File: src/hdl/fbs_pkg.sv
package fbs_pkg;

	localparam int MAX_TAPS = 7;
	localparam int PIX_W    = 8;
	localparam int WGT_W    = 17;
	localparam int TAP_W    = 3;
	localparam int IDX_W    = 3;
	localparam int PROD_W   = PIX_W + WGT_W;
	localparam int FRAC_W   = 16;

	localparam logic [WGT_W-1:0] WEIGHT_ONE_Q16 = 17'h10000;

	typedef logic [PIX_W-1:0] byte_t;
	typedef logic [WGT_W-1:0] weight_t;
	typedef logic [TAP_W-1:0] taps_t;

	typedef enum logic [IDX_W-1:0] {
		REG_TAP_COUNT    = 3'd0,
		REG_WEIGHT_ZERO  = 3'd1,
		REG_WEIGHT_ONE   = 3'd2,
		REG_WEIGHT_TWO   = 3'd3,
		REG_WEIGHT_THREE = 3'd4,
		REG_WEIGHT_FOUR  = 3'd5,
		REG_WEIGHT_FIVE  = 3'd6,
		REG_WEIGHT_SIX   = 3'd7
	} reg_idx_t;

	// token travelling beside the data of one pipeline stage
	typedef struct packed {
		logic valid;
		logic last;
	} tok_t;

endpackage

File: src/hdl/fir_byte_stream_filter.sv
// Byte-stream FIR filter with up to seven forward-looking taps.
// Input words arrive on s_axis: tdata carries the pixel, tlast marks the
// final byte of an image. Filtered words leave on m_axis with tlast on the
// final filtered byte of the image. Output y is the sum of the truncated
// terms pixel[y+i]*weight_i over the taps in use, wrapping modulo 256.
// The cfg port (cfg_we, cfg_index, cfg_data) sets tap_count (index 0) and
// the seven Q1.16 weights (indices 1 to 7); write it only while idle.
// Throughput is one word per cycle unless a flush or an m_axis stall holds it.
// Output y leaves after the word carrying pixel y+taps-1 is accepted, passing
// the cell row, the registered products, then the adder and output register.
// After a word with tlast the block pushes taps-1 zero bytes through the
// cell row, one per cycle unless stalled, holding s_axis_tready low meanwhile.
// When m_axis stalls, words keep being accepted until the three stages are
// full; then s_axis_tready drops. Reset gives one tap of weight 1.0, clears
// the cell row and empties the pipeline.
module fir_byte_stream_filter (
	input  logic                    clk,
	input  logic                    arst_n,
	input  logic                    cfg_we,
	input  logic [fbs_pkg::IDX_W-1:0] cfg_index,
	input  logic [fbs_pkg::WGT_W-1:0] cfg_data,
	input  logic                    s_axis_tvalid,
	output logic                    s_axis_tready,
	input  logic [7:0]              s_axis_tdata,   // pixel_in
	input  logic                    s_axis_tlast,   // end_of_image
	output logic                    m_axis_tvalid,
	input  logic                    m_axis_tready,
	output logic [7:0]              m_axis_tdata,   // pixel_out
	output logic                    m_axis_tlast    // last_out
);
	import fbs_pkg::*;

	localparam taps_t CNT_MAX = taps_t'(MAX_TAPS);

	taps_t   tap_count_q;
	weight_t weight_q [MAX_TAPS];
	weight_t weight_sel [MAX_TAPS];
	taps_t   taps;
	taps_t   taps_m1;

	taps_t   cnt_q;
	taps_t   cnt_nxt;
	taps_t   flush_q;
	logic    flushing;
	logic    push;
	logic    real_push;
	logic    emit;
	logic    last_push;
	byte_t   push_byte;

	tok_t    tok_s0;
	tok_t    tok_s1;
	logic    rdy_out;
	logic    rdy1;
	logic    rdy0;

	byte_t   cell_byte [MAX_TAPS];
	byte_t   term_s1 [MAX_TAPS];

	// configuration registers
	always_ff @(posedge clk or negedge arst_n) begin
		if (!arst_n) begin
			tap_count_q <= taps_t'(1);
			weight_q[0] <= WEIGHT_ONE_Q16;
			for (int i = 1; i < MAX_TAPS; i++) begin
				weight_q[i] <= '0;
			end
		end else if (cfg_we) begin
			case (reg_idx_t'(cfg_index))
				REG_TAP_COUNT: begin
					tap_count_q <= cfg_data[TAP_W-1:0];
				end
				REG_WEIGHT_ZERO, REG_WEIGHT_ONE, REG_WEIGHT_TWO, REG_WEIGHT_THREE,
				REG_WEIGHT_FOUR, REG_WEIGHT_FIVE, REG_WEIGHT_SIX: begin
					weight_q[cfg_index - IDX_W'(1)] <= cfg_data;
				end
				default: begin
					tap_count_q <= tap_count_q;
				end
			endcase
		end
	end

	// a tap count of zero acts as one tap
	assign taps    = (tap_count_q == '0) ? taps_t'(1) : tap_count_q;
	assign taps_m1 = taps - taps_t'(1);

	// cell j holds the byte pushed j steps ago; it pairs with weight taps-1-j
	always_comb begin
		for (int j = 0; j < MAX_TAPS; j++) begin
			if (taps_t'(j) <= taps_m1) begin
				weight_sel[j] = weight_q[taps_m1 - taps_t'(j)];
			end else begin
				weight_sel[j] = '0;
			end
		end
	end

	// stage handshake, collapsing bubbles back from the output register
	assign rdy1 = !tok_s1.valid || rdy_out;
	assign rdy0 = !tok_s0.valid || rdy1;

	assign flushing      = (flush_q != '0);
	assign s_axis_tready = rdy0 && !flushing;
	assign real_push     = s_axis_tvalid && s_axis_tready;
	assign push          = real_push || (rdy0 && flushing);
	assign push_byte     = flushing ? '0 : s_axis_tdata;

	assign cnt_nxt   = (cnt_q == CNT_MAX) ? cnt_q : cnt_q + taps_t'(1);
	assign emit      = (cnt_nxt >= taps);
	assign last_push = flushing ? (flush_q == taps_t'(1))
	                            : (s_axis_tlast && (taps == taps_t'(1)));

	always_ff @(posedge clk or negedge arst_n) begin
		if (!arst_n) begin
			cnt_q   <= '0;
			flush_q <= '0;
		end else if (push) begin
			if (last_push) begin
				cnt_q   <= '0;
				flush_q <= '0;
			end else begin
				cnt_q <= cnt_nxt;
				if (flushing) begin
					flush_q <= flush_q - taps_t'(1);
				end else if (s_axis_tlast) begin
					flush_q <= taps_m1;
				end
			end
		end
	end

	always_ff @(posedge clk or negedge arst_n) begin
		if (!arst_n) begin
			tok_s0 <= '0;
			tok_s1 <= '0;
		end else begin
			if (rdy0) begin
				tok_s0.valid <= push && emit;
				tok_s0.last  <= last_push;
			end
			if (rdy1) begin
				tok_s1 <= tok_s0;
			end
		end
	end

	for (genvar j = 0; j < MAX_TAPS; j++) begin : g_cell
		fbs_cell u_cell (
			.clk     (clk),
			.arst_n  (arst_n),
			.shift   (push),
			.din     ((j == 0) ? push_byte : cell_byte[(j == 0) ? 0 : j - 1]),
			.weight  (weight_sel[j]),
			.load    (rdy1 && tok_s0.valid),
			.dout    (cell_byte[j]),
			.term_s1 (term_s1[j])
		);
	end

	fbs_out u_out (
		.clk           (clk),
		.arst_n        (arst_n),
		.tok_s1        (tok_s1),
		.term_s1       (term_s1),
		.ready         (rdy_out),
		.m_axis_tvalid (m_axis_tvalid),
		.m_axis_tready (m_axis_tready),
		.m_axis_tdata  (m_axis_tdata),
		.m_axis_tlast  (m_axis_tlast)
	);

endmodule

File: src/hdl/fbs_cell.sv
module fbs_cell (
	input  logic           clk,
	input  logic           arst_n,
	input  logic           shift,
	input  fbs_pkg::byte_t din,
	input  fbs_pkg::weight_t weight,
	input  logic           load,
	output fbs_pkg::byte_t dout,
	output fbs_pkg::byte_t term_s1
);
	import fbs_pkg::*;

	byte_t                byte_q;
	logic [PROD_W-1:0]    prod;

	always_ff @(posedge clk or negedge arst_n) begin
		if (!arst_n) begin
			byte_q <= '0;
		end else if (shift) begin
			byte_q <= din;
		end
	end

	// only the low byte of the truncated term survives the modulo-256 sum
	assign prod = PROD_W'(byte_q) * PROD_W'(weight);

	always_ff @(posedge clk) begin
		if (load) begin
			term_s1 <= prod[FRAC_W +: PIX_W];
		end
	end

	assign dout = byte_q;

endmodule

File: src/hdl/fbs_out.sv
module fbs_out (
	input  logic           clk,
	input  logic           arst_n,
	input  fbs_pkg::tok_t  tok_s1,
	input  fbs_pkg::byte_t term_s1 [fbs_pkg::MAX_TAPS],
	output logic           ready,
	output logic           m_axis_tvalid,
	input  logic           m_axis_tready,
	output logic [7:0]     m_axis_tdata,   // pixel_out
	output logic           m_axis_tlast
);
	import fbs_pkg::*;

	logic  valid_q;
	logic  last_q;
	byte_t data_q;
	byte_t sum;

	always_comb begin
		sum = '0;
		for (int i = 0; i < MAX_TAPS; i++) begin
			sum = sum + term_s1[i];
		end
	end

	assign ready = !valid_q || m_axis_tready;

	always_ff @(posedge clk or negedge arst_n) begin
		if (!arst_n) begin
			valid_q <= 1'b0;
		end else if (ready) begin
			valid_q <= tok_s1.valid;
		end
	end

	always_ff @(posedge clk) begin
		if (ready && tok_s1.valid) begin
			data_q <= sum;
			last_q <= tok_s1.last;
		end
	end

	assign m_axis_tvalid = valid_q;
	assign m_axis_tdata  = data_q;
	assign m_axis_tlast  = last_q;

endmodule

File: config.mk
export PLATFORM = sky130hd
export DESIGN_NAME = fir_byte_stream_filter
export DESIGN_NICKNAME = d
export VERILOG_FILES = /design/src/hdl/fbs_pkg.sv /design/src/hdl/fir_byte_stream_filter.sv /design/src/hdl/fbs_cell.sv /design/src/hdl/fbs_out.sv
export SDC_FILE = /design/constraint.sdc
export NUM_CORES = 2
export LEC_CHECK = 0
export BUFFER_PORTS_ARGS = -buffer_cell sky130_fd_sc_hd__buf_2
export CAP_MARGIN = 20
export CORE_ASPECT_RATIO = 1.1
export CORE_MARGIN = 5
export CORE_UTILIZATION = 55
export CTS_BUF_LIST = sky130_fd_sc_hd__clkbuf_8
export DETAILED_ROUTE_END_ITERATION = 16
export PLACE_DENSITY = 0.74
export RECOVER_POWER = 50
export SYNTH_ARGS = -nofsm -noshare
export SYNTH_HDL_FRONTEND = slang
export SYNTH_SLANG_ARGS = --single-unit
File: constraint.sdc
create_clock -name clk -period 8.1 [get_ports clk]
set_input_delay 0.81 -clock clk [delete_from_list [all_inputs] [get_ports clk]]
set_output_delay 0.81 -clock clk [all_outputs]
set_load 0.01 [all_outputs]
# Yosys cells after proc, flatten, opt, wreduce, memory -nomap -nowiden
# Index checks and enable logic that the tools add are counted.
word_totals:
  latchBits: 0
  elab_cells: 152
  n_memories: 0
  output_inout_bits: 11
  ram_bits: 0
  mem_bits_ro: 0
  regBits: 254
op_classes:
  eq_ne: 10
  shifts: 0
  bitwise: 8
  magnitude_cmp: 17
  addsub: 16
  mul: 7
  n_reduce_logical: 24
  muxes: 39
  n_div: 0
op_table:
  columns: ["operator", "n"]
  rows:
  - ["17-bit 2-to-1 mux", 22]
  - ["17-bit binary-select mux with 3-bit select", 7]
  - ["8-bit by 17-bit multiplier with 24-bit output", 7]
  - ["119-bit bitwise mux", 1]
  - ["17-bit demux with 3-bit select", 1]
  - ["8-bit adder", 6]
  - ["4-bit >= comparator (second input constant)", 8]
  - ["3-bit inverter with 4-bit output", 8]
  - ["3-bit 2-to-1 mux", 6]
  - ["3-bit equality test (second input constant)", 5]
  - ["3-bit by 1-bit subtractor with 3-bit output (second input constant)", 4]
  - ["3-bit by 1-bit equality test with 1-bit output (second input constant)", 3]
  - ["3-bit <= comparator (first input constant)", 3]
  - ["3-bit subtractor (second input constant)", 3]
  - ["1-bit logical AND", 8]
  - ["8-bit 2-to-1 mux", 1]
  - ["7-bit OR reduction", 1]
  - ["3-bit by 2-bit equality test with 1-bit output (second input constant)", 2]
  - ["1-bit by 3-bit <= comparator with 1-bit output (first input constant)", 2]
  - ["2-bit by 3-bit <= comparator with 1-bit output (first input constant)", 2]
  - ["3-bit logical NOT", 2]
  - ["2-bit AND reduction", 3]
  - ["3-bit nonzero test", 2]
  - ["3-bit by 2-bit subtractor with 3-bit output (second input constant)", 2]
  - ["other kinds (6)", 12]

# Logic depth before layout (Yosys ltp)
depth:
  word_depth: 10
  mapped_depth: 33

# Cells and area by module
# From an unflattened synthesis, not the netlist that was laid out.
unflattened:
  hier_cells: 4399
  area_unflattened_um2: 42826.1
by_module_without_submodules:
  columns: ["mod", "seq_area_each_um2", "cells_each", "n_inst", "area_per_inst_um2"]
  rows:
  - ["fir_byte_stream_filter", 3305.7, 998, 1, 9944.5]
  - ["fbs_cell at g_cell[3].u_cell ...", 440.4, 468, 2, 4493.1]
  - ["fbs_cell at g_cell[0].u_cell ...", 440.4, 457, 2, 4423.0]
  - ["fbs_cell at g_cell[2].u_cell", 440.4, 473, 1, 4520.6]
  - ["fbs_cell at g_cell[5].u_cell", 440.4, 463, 1, 4514.3]
  - ["fbs_cell at g_cell[6].u_cell", 440.4, 464, 1, 4454.3]
  - ["fbs_out", 295.3, 151, 1, 1560.2]

# Least setup slack after synthesis
# No wires, ideal clock.
synth_path:
  kind: "reg-to-reg"
  from: "register tap_count_q[1]"
  to: "register g_cell[0].u_cell.term_s1[7], data pin"
  path_stages_with_launch: 28
  slack_ps: 26
  arrival_time_ps: 7814
  setup_time_ps: 260
  path_cell_list: "dfrtp_1 -> buf_2 -> inv_2 -> buf_1 -> clkbuf_1 -> ha_1 -> clkbuf_1 -> inv_2 -> buf_2 -> buf_1 -> mux2i_1 -> o21ai_0 -> nor3_1 -> fa_1 -> fa_1 -> fa_1 -> fa_1 -> ha_1 -> a21o_1 -> a21o_1 -> a221o_1 -> a2111oi_0 -> nor3_1 -> a221o_1 -> a21oi_2 -> o21bai_1 -> a21oi_1 -> xnor2_1"
synth_between:
  elab_chain_cells: 9
synth_rtl:
  columns: ["element", "line_no", "text"]
  rows:
  - ["start: declaration", "fir_byte_stream_filter.sv:35", "taps_t tap_count_q;"]
  - ["start signal: assignment", "fir_byte_stream_filter.sv:63", "tap_count_q <= taps_t'(1);"]
  - ["start signal: assignment", "fir_byte_stream_filter.sv:71", "tap_count_q <= cfg_data[TAP_W-1:0];"]
  - ["start signal: assignment", "fir_byte_stream_filter.sv:78", "tap_count_q <= tap_count_q;"]
  - ["3-bit logical NOT", "fir_byte_stream_filter.sv:85", "assign taps = (tap_count_q == '0) ? taps_t'(1) : tap_count_q;"]
  - ["3-bit 2-to-1 mux *", "fir_byte_stream_filter.sv:85", null]
  - ["3-bit by 1-bit subtractor with 3-bit output *", "fir_byte_stream_filter.sv:86", "assign taps_m1 = taps - taps_t'(1);"]
  - ["3-bit inverter with 4-bit output (implied by the code)", "fir_byte_stream_filter.sv:92", "weight_sel[j] = weight_q[taps_m1 - taps_t'(j)];"]
  - ["17-bit binary-select mux with 3-bit select", "fir_byte_stream_filter.sv:92", null]
  - ["17-bit 2-to-1 mux (implied by the code) (2 in series)", "fir_byte_stream_filter.sv:92", null]
  - ["17-bit 2-to-1 mux *", "fir_byte_stream_filter.sv:91", "if (taps_t'(j) <= taps_m1) begin"]
  - ["8-bit by 17-bit multiplier with 24-bit output *", "fbs_cell.sv:25", "assign prod = PROD_W'(byte_q) * PROD_W'(weight);"]
  - ["named net g_cell[0].u_cell.prod[23]", "fbs_cell.sv:14", "logic [PROD_W-1:0] prod;"]
  - ["end signal: assignment", "fbs_cell.sv:29", "term_s1 <= prod[FRAC_W +: PIX_W];"]
  - ["end: declaration", "fbs_cell.sv:9", "output fbs_pkg::byte_t term_s1"]
# Mark *: on every way through the listed nets, which the timed path passes. The rest lies on a longest branch. The select of a mux whose other input is x is not followed.
# A chain may end at the register's enable or synchronous reset.

# Final worst setup path
# Same ends and word-level chain as after synthesis.

==> flow_metrics.tcl <==
set metrics [dict create \
    p_leak_nw 23.1 \
    path_buf_inv 3 \
    ant_nets 0 \
    syn_area_um2 40800 \
    start_util_pct 55.6 \
    p_sw_mw 8.91 \
    port_buffers 44 \
    power.share.switching_pct 53.5 \
    cpMostUsedCell "fa_1" \
    yosysUniqueCellTypes 87 \
    core_um2 73400 \
    synth_edf_count 65 \
    dieHeight_um 296 \
    hold_path_class "input pin to register" \
    dieArea_um2 79700 \
    power.total_mw 16.6 \
    skew_ns 0.0472 \
    drv_cap 5 \
    period_share_pct 94.4 \
    fin_tns_setup_ns 0 \
    slowest_delay_ns 0.77 \
    path_cells "o21bai_4, inv_4, buf_4, buf_4, mux2i_1, mux2i_1, o21ai_0, nor3_1, fa_1, fa_1, fa_1, fa_1, ha_1, a21o_1, a21o_1, a221o_1, a2111oi_0, nor3_1, a221o_1, a21oi_2, o21bai_1, a21oi_1, xnor2_1" \
    syn_nets 5292 \
    grt_max_degree 102 \
    cp.required_ns 8.49 \
    rsz0062_at_grt "false" \
    finalCriticalPeriod_ns 7.65 \
    fp.dieW_um 270 \
    numCtsBuffers 47 \
    vias 30784 \
    cts_resized 0 \
    setup-violations-final 0 \
    grt-ovfl-total 0 \
    cellPowerDensity_nw_per_um2 383 \
    relSlewSlack_pct -212 \
    syn_inst 4305 \
    grt_pass1_vias 32241 \
    failed_checks "max-capacitance violations, max-slew violations" \
    place.gp.congestion 0.963 \
    hold_buffers 0 \
    synth-main-ff-cell "dfrtp_1" \
    grt_usage_pct 28.3 \
    peakVddDrop_uv 692 \
    seq_area_frac_synth_pct 16.4 \
    synth-async-reset-ratio_pct 74.4 \
    clockBufferDepth 3 \
    cts_tree "done" \
    cp.arrival_ns 8.04 \
    grt_pass1_wl_um 179000 \
    power_frac_seq_pct 19.2 \
    layout_commonest_cell "inv_1" \
    wl_per_cell_um 20.9 \
    hpwl_um 88400 \
    viasPerCell 5.76 \
    drive_gt1_share_pct 9.10 \
    worstPathMaxFanout 30 \
    p_int_mw 7.74 \
    start_kind "register" \
    drtPass1Iterations 6 \
    area_growth_pct 6.64 \
    final-hold-violation-count 0 \
    postCtsSetupRepairBufs 0 \
    crit_type "register to register" \
    avgSynthCellArea_um2 9.47 \
    cts_num_sinks 254 \
    crit_family "compound AO/OA/AOI/OAI gates" \
    antenna_found_initial 14 \
    cp_slowest_cell "o21ai_0" \
    worstMarginPinSlew_ns 4.68 \
    final_cell_mix "inv_1 (675), fa_1 (648), and2_1 (547)" \
    end_kind "register" \
    clkLatencyLatePin_ns 0.65 \
    multi_input_area_um2 30900 \
    status "finished, violations left" \
    power_frac_comb_pct 72.6 \
    drt_iter0_markers 2341 \
    num-fill-cells 6331 \
    row_count 104 \
    cts-root-buf "clkbuf_8" \
    final_net_count 5331 \
    register_area_um2 6690 \
    drt_wl_total_um 112000 \
    drv_slew 294 \
    clockPowerShare_pct 8.2 \
    fmaxAchievable_mhz 131 \
    ios 45 \
    clkTransAtPathRegs_ns 0.06 \
    drc_errors 0 \
    cts_max_level 2 \
    ys_warn_count 0 \
    yosys_register_bits 254 \
]
==> final timing paths <==
kind / slack [ns] / cells past startpoint / from / end
min: 0.37 / 3 / s_axis_tdata[6] / g_cell[0].u_cell.dout[6]
max reg2reg: 0.45 / 23 / tap_count_q[1] / g_cell[0].u_cell.term_s1[7]
min in group asynchronous: 1.84 / 1 / arst_n / g_cell[4].u_cell.dout[0]
min reg2reg: 0.47 / 0 / tok_s1[0] / u_out.m_axis_tlast
max in group asynchronous: 2.34 / 3 / arst_n / weight_q[82]
max: 0.45 / 23 / tap_count_q[1] / g_cell[0].u_cell.term_s1[7]
==> cell families (layout without fill, tap and decap cells) <==
| family | Yosys count | after routing | share of synthesized area (%) |
|---|---|---|---|
| AO/OA/AOI/OAI | 412 | 412 | 6.93 |
| XOR/XNOR | 95 | 95 | 2.12 |
| adder cells (fa/ha/maj) | 953 | 953 | 41.2 |
| buffers and inverters | 846 | 924 | 7.92 |
| flip-flops | 254 | 254 | 16.4 |
| multiplexers | 247 | 247 | 6.88 |
| other | 0 | 7 | 0 |
| AND/OR/NAND/NOR | 1498 | 1498 | 18.6 |
==> state kept, by name, indices dropped and copies added, names as in the netlist <==
register               count
cnt_q                      3
tap_count_q                3
tok_s1                     2
u_out.m_axis_tlast         1
u_out.m_axis_tvalid        1
g_cell.u_cell.term_s1     56
u_out.m_axis_tdata         8
weight_q                 119
flush_q                    3
tok_s0                     2
g_cell.u_cell.dout        56
==> synth_stat cells, drive strengths merged, types with 23 or more instances <==
cell      n  area [um^2]
inv     665         2500
fa      648        13000
and2    548         3430
nand2   505         1900
ha      305         3820
dfrtp   187         4680
nor2    182          686
clkbuf  132          497
mux2i   117         1170
mux2    115         1290
and3     99          624
o21ai    83          419
a21oi    82          422
xnor2    76          692
a211oi   71          558
nor3     68          350
edfxtp   65         1950
buf      46          223
a21o     43          323
nand3    31          155
a31oi    23          144
==> worst register-to-register path, delay by kind of cell (launching register included) <==
| family | cells | cell delay (ns) |
|---|---|---|
| compound gates | 10 | 3.00 |
| mux | 2 | 0.38 |
| xor+xnor | 1 | 0.08 |
| buf+inv | 3 | 0.89 |
| flops | 1 | 0.52 |
| simple gates | 2 | 0.28 |
| fa+ha+maj | 5 | 2.26 |
==> power by group through the flow <==
stage / Sequential [mW] / Clock (mW) / Combinational, mW
after CTS: 3.16 / 1.37 / 12.0
after detailed placement: 3.19 / 0 / 12.0
after global routing: 3.28 / 1.43 / 13.5
after floorplan: 2.53 / 0 / 8.50
final: 3.20 / 1.36 / 12.1
after global placement: 3.17 / 0 / 11.6
==> area by class of cell <==
type | instances | area share [%]
sequential | 254 | 15.4
multi-input combinational | 3205 | 71.1
inverter | 668 | 5.77
tap | 954 | 2.74
clock inverter | 31 | 0.544
clock buffer | 57 | 1.80
antenna | 7 | 0.0403
timing repair buffer | 168 | 2.63
==> per-stage QoR <==
stage / worst slack, ns / util, % / hold slack [ns] / cells / instance area, um^2
final: 0.454 / 59.3 / 0.371 / 5344 / 43500
after global routing: 0.0629 / 59.3 / 0.361 / 5341 / 43500
after CTS: 0.538 / 59.3 / 0.237 / 5336 / 43500
after detailed placement: 0.575 / 57.9 / 0.444 / 5248 / 42500
after global placement: 0.639 / 57.9 / 0.428 / 5247 / 42500
after floorplan: 0.0259 / - / 0.421 / 4305 / 40800
==> routing by layer <==
| layer | share of wire [%] | GRT usage, % | vias up |
|---|---|---|---|
| li1 | - | - | 13802 |
| met1 | 41 | 37.8 | 15585 |
| met2 | 48 | 47.4 | 1140 |
| met4 | 4.7 | 11.8 | 6 |
| met3 | 6.9 | 3.76 | 251 |
| met5 | 0.037 | 0 | - |
No activity file was read; power rests on OpenSTA's default activity.
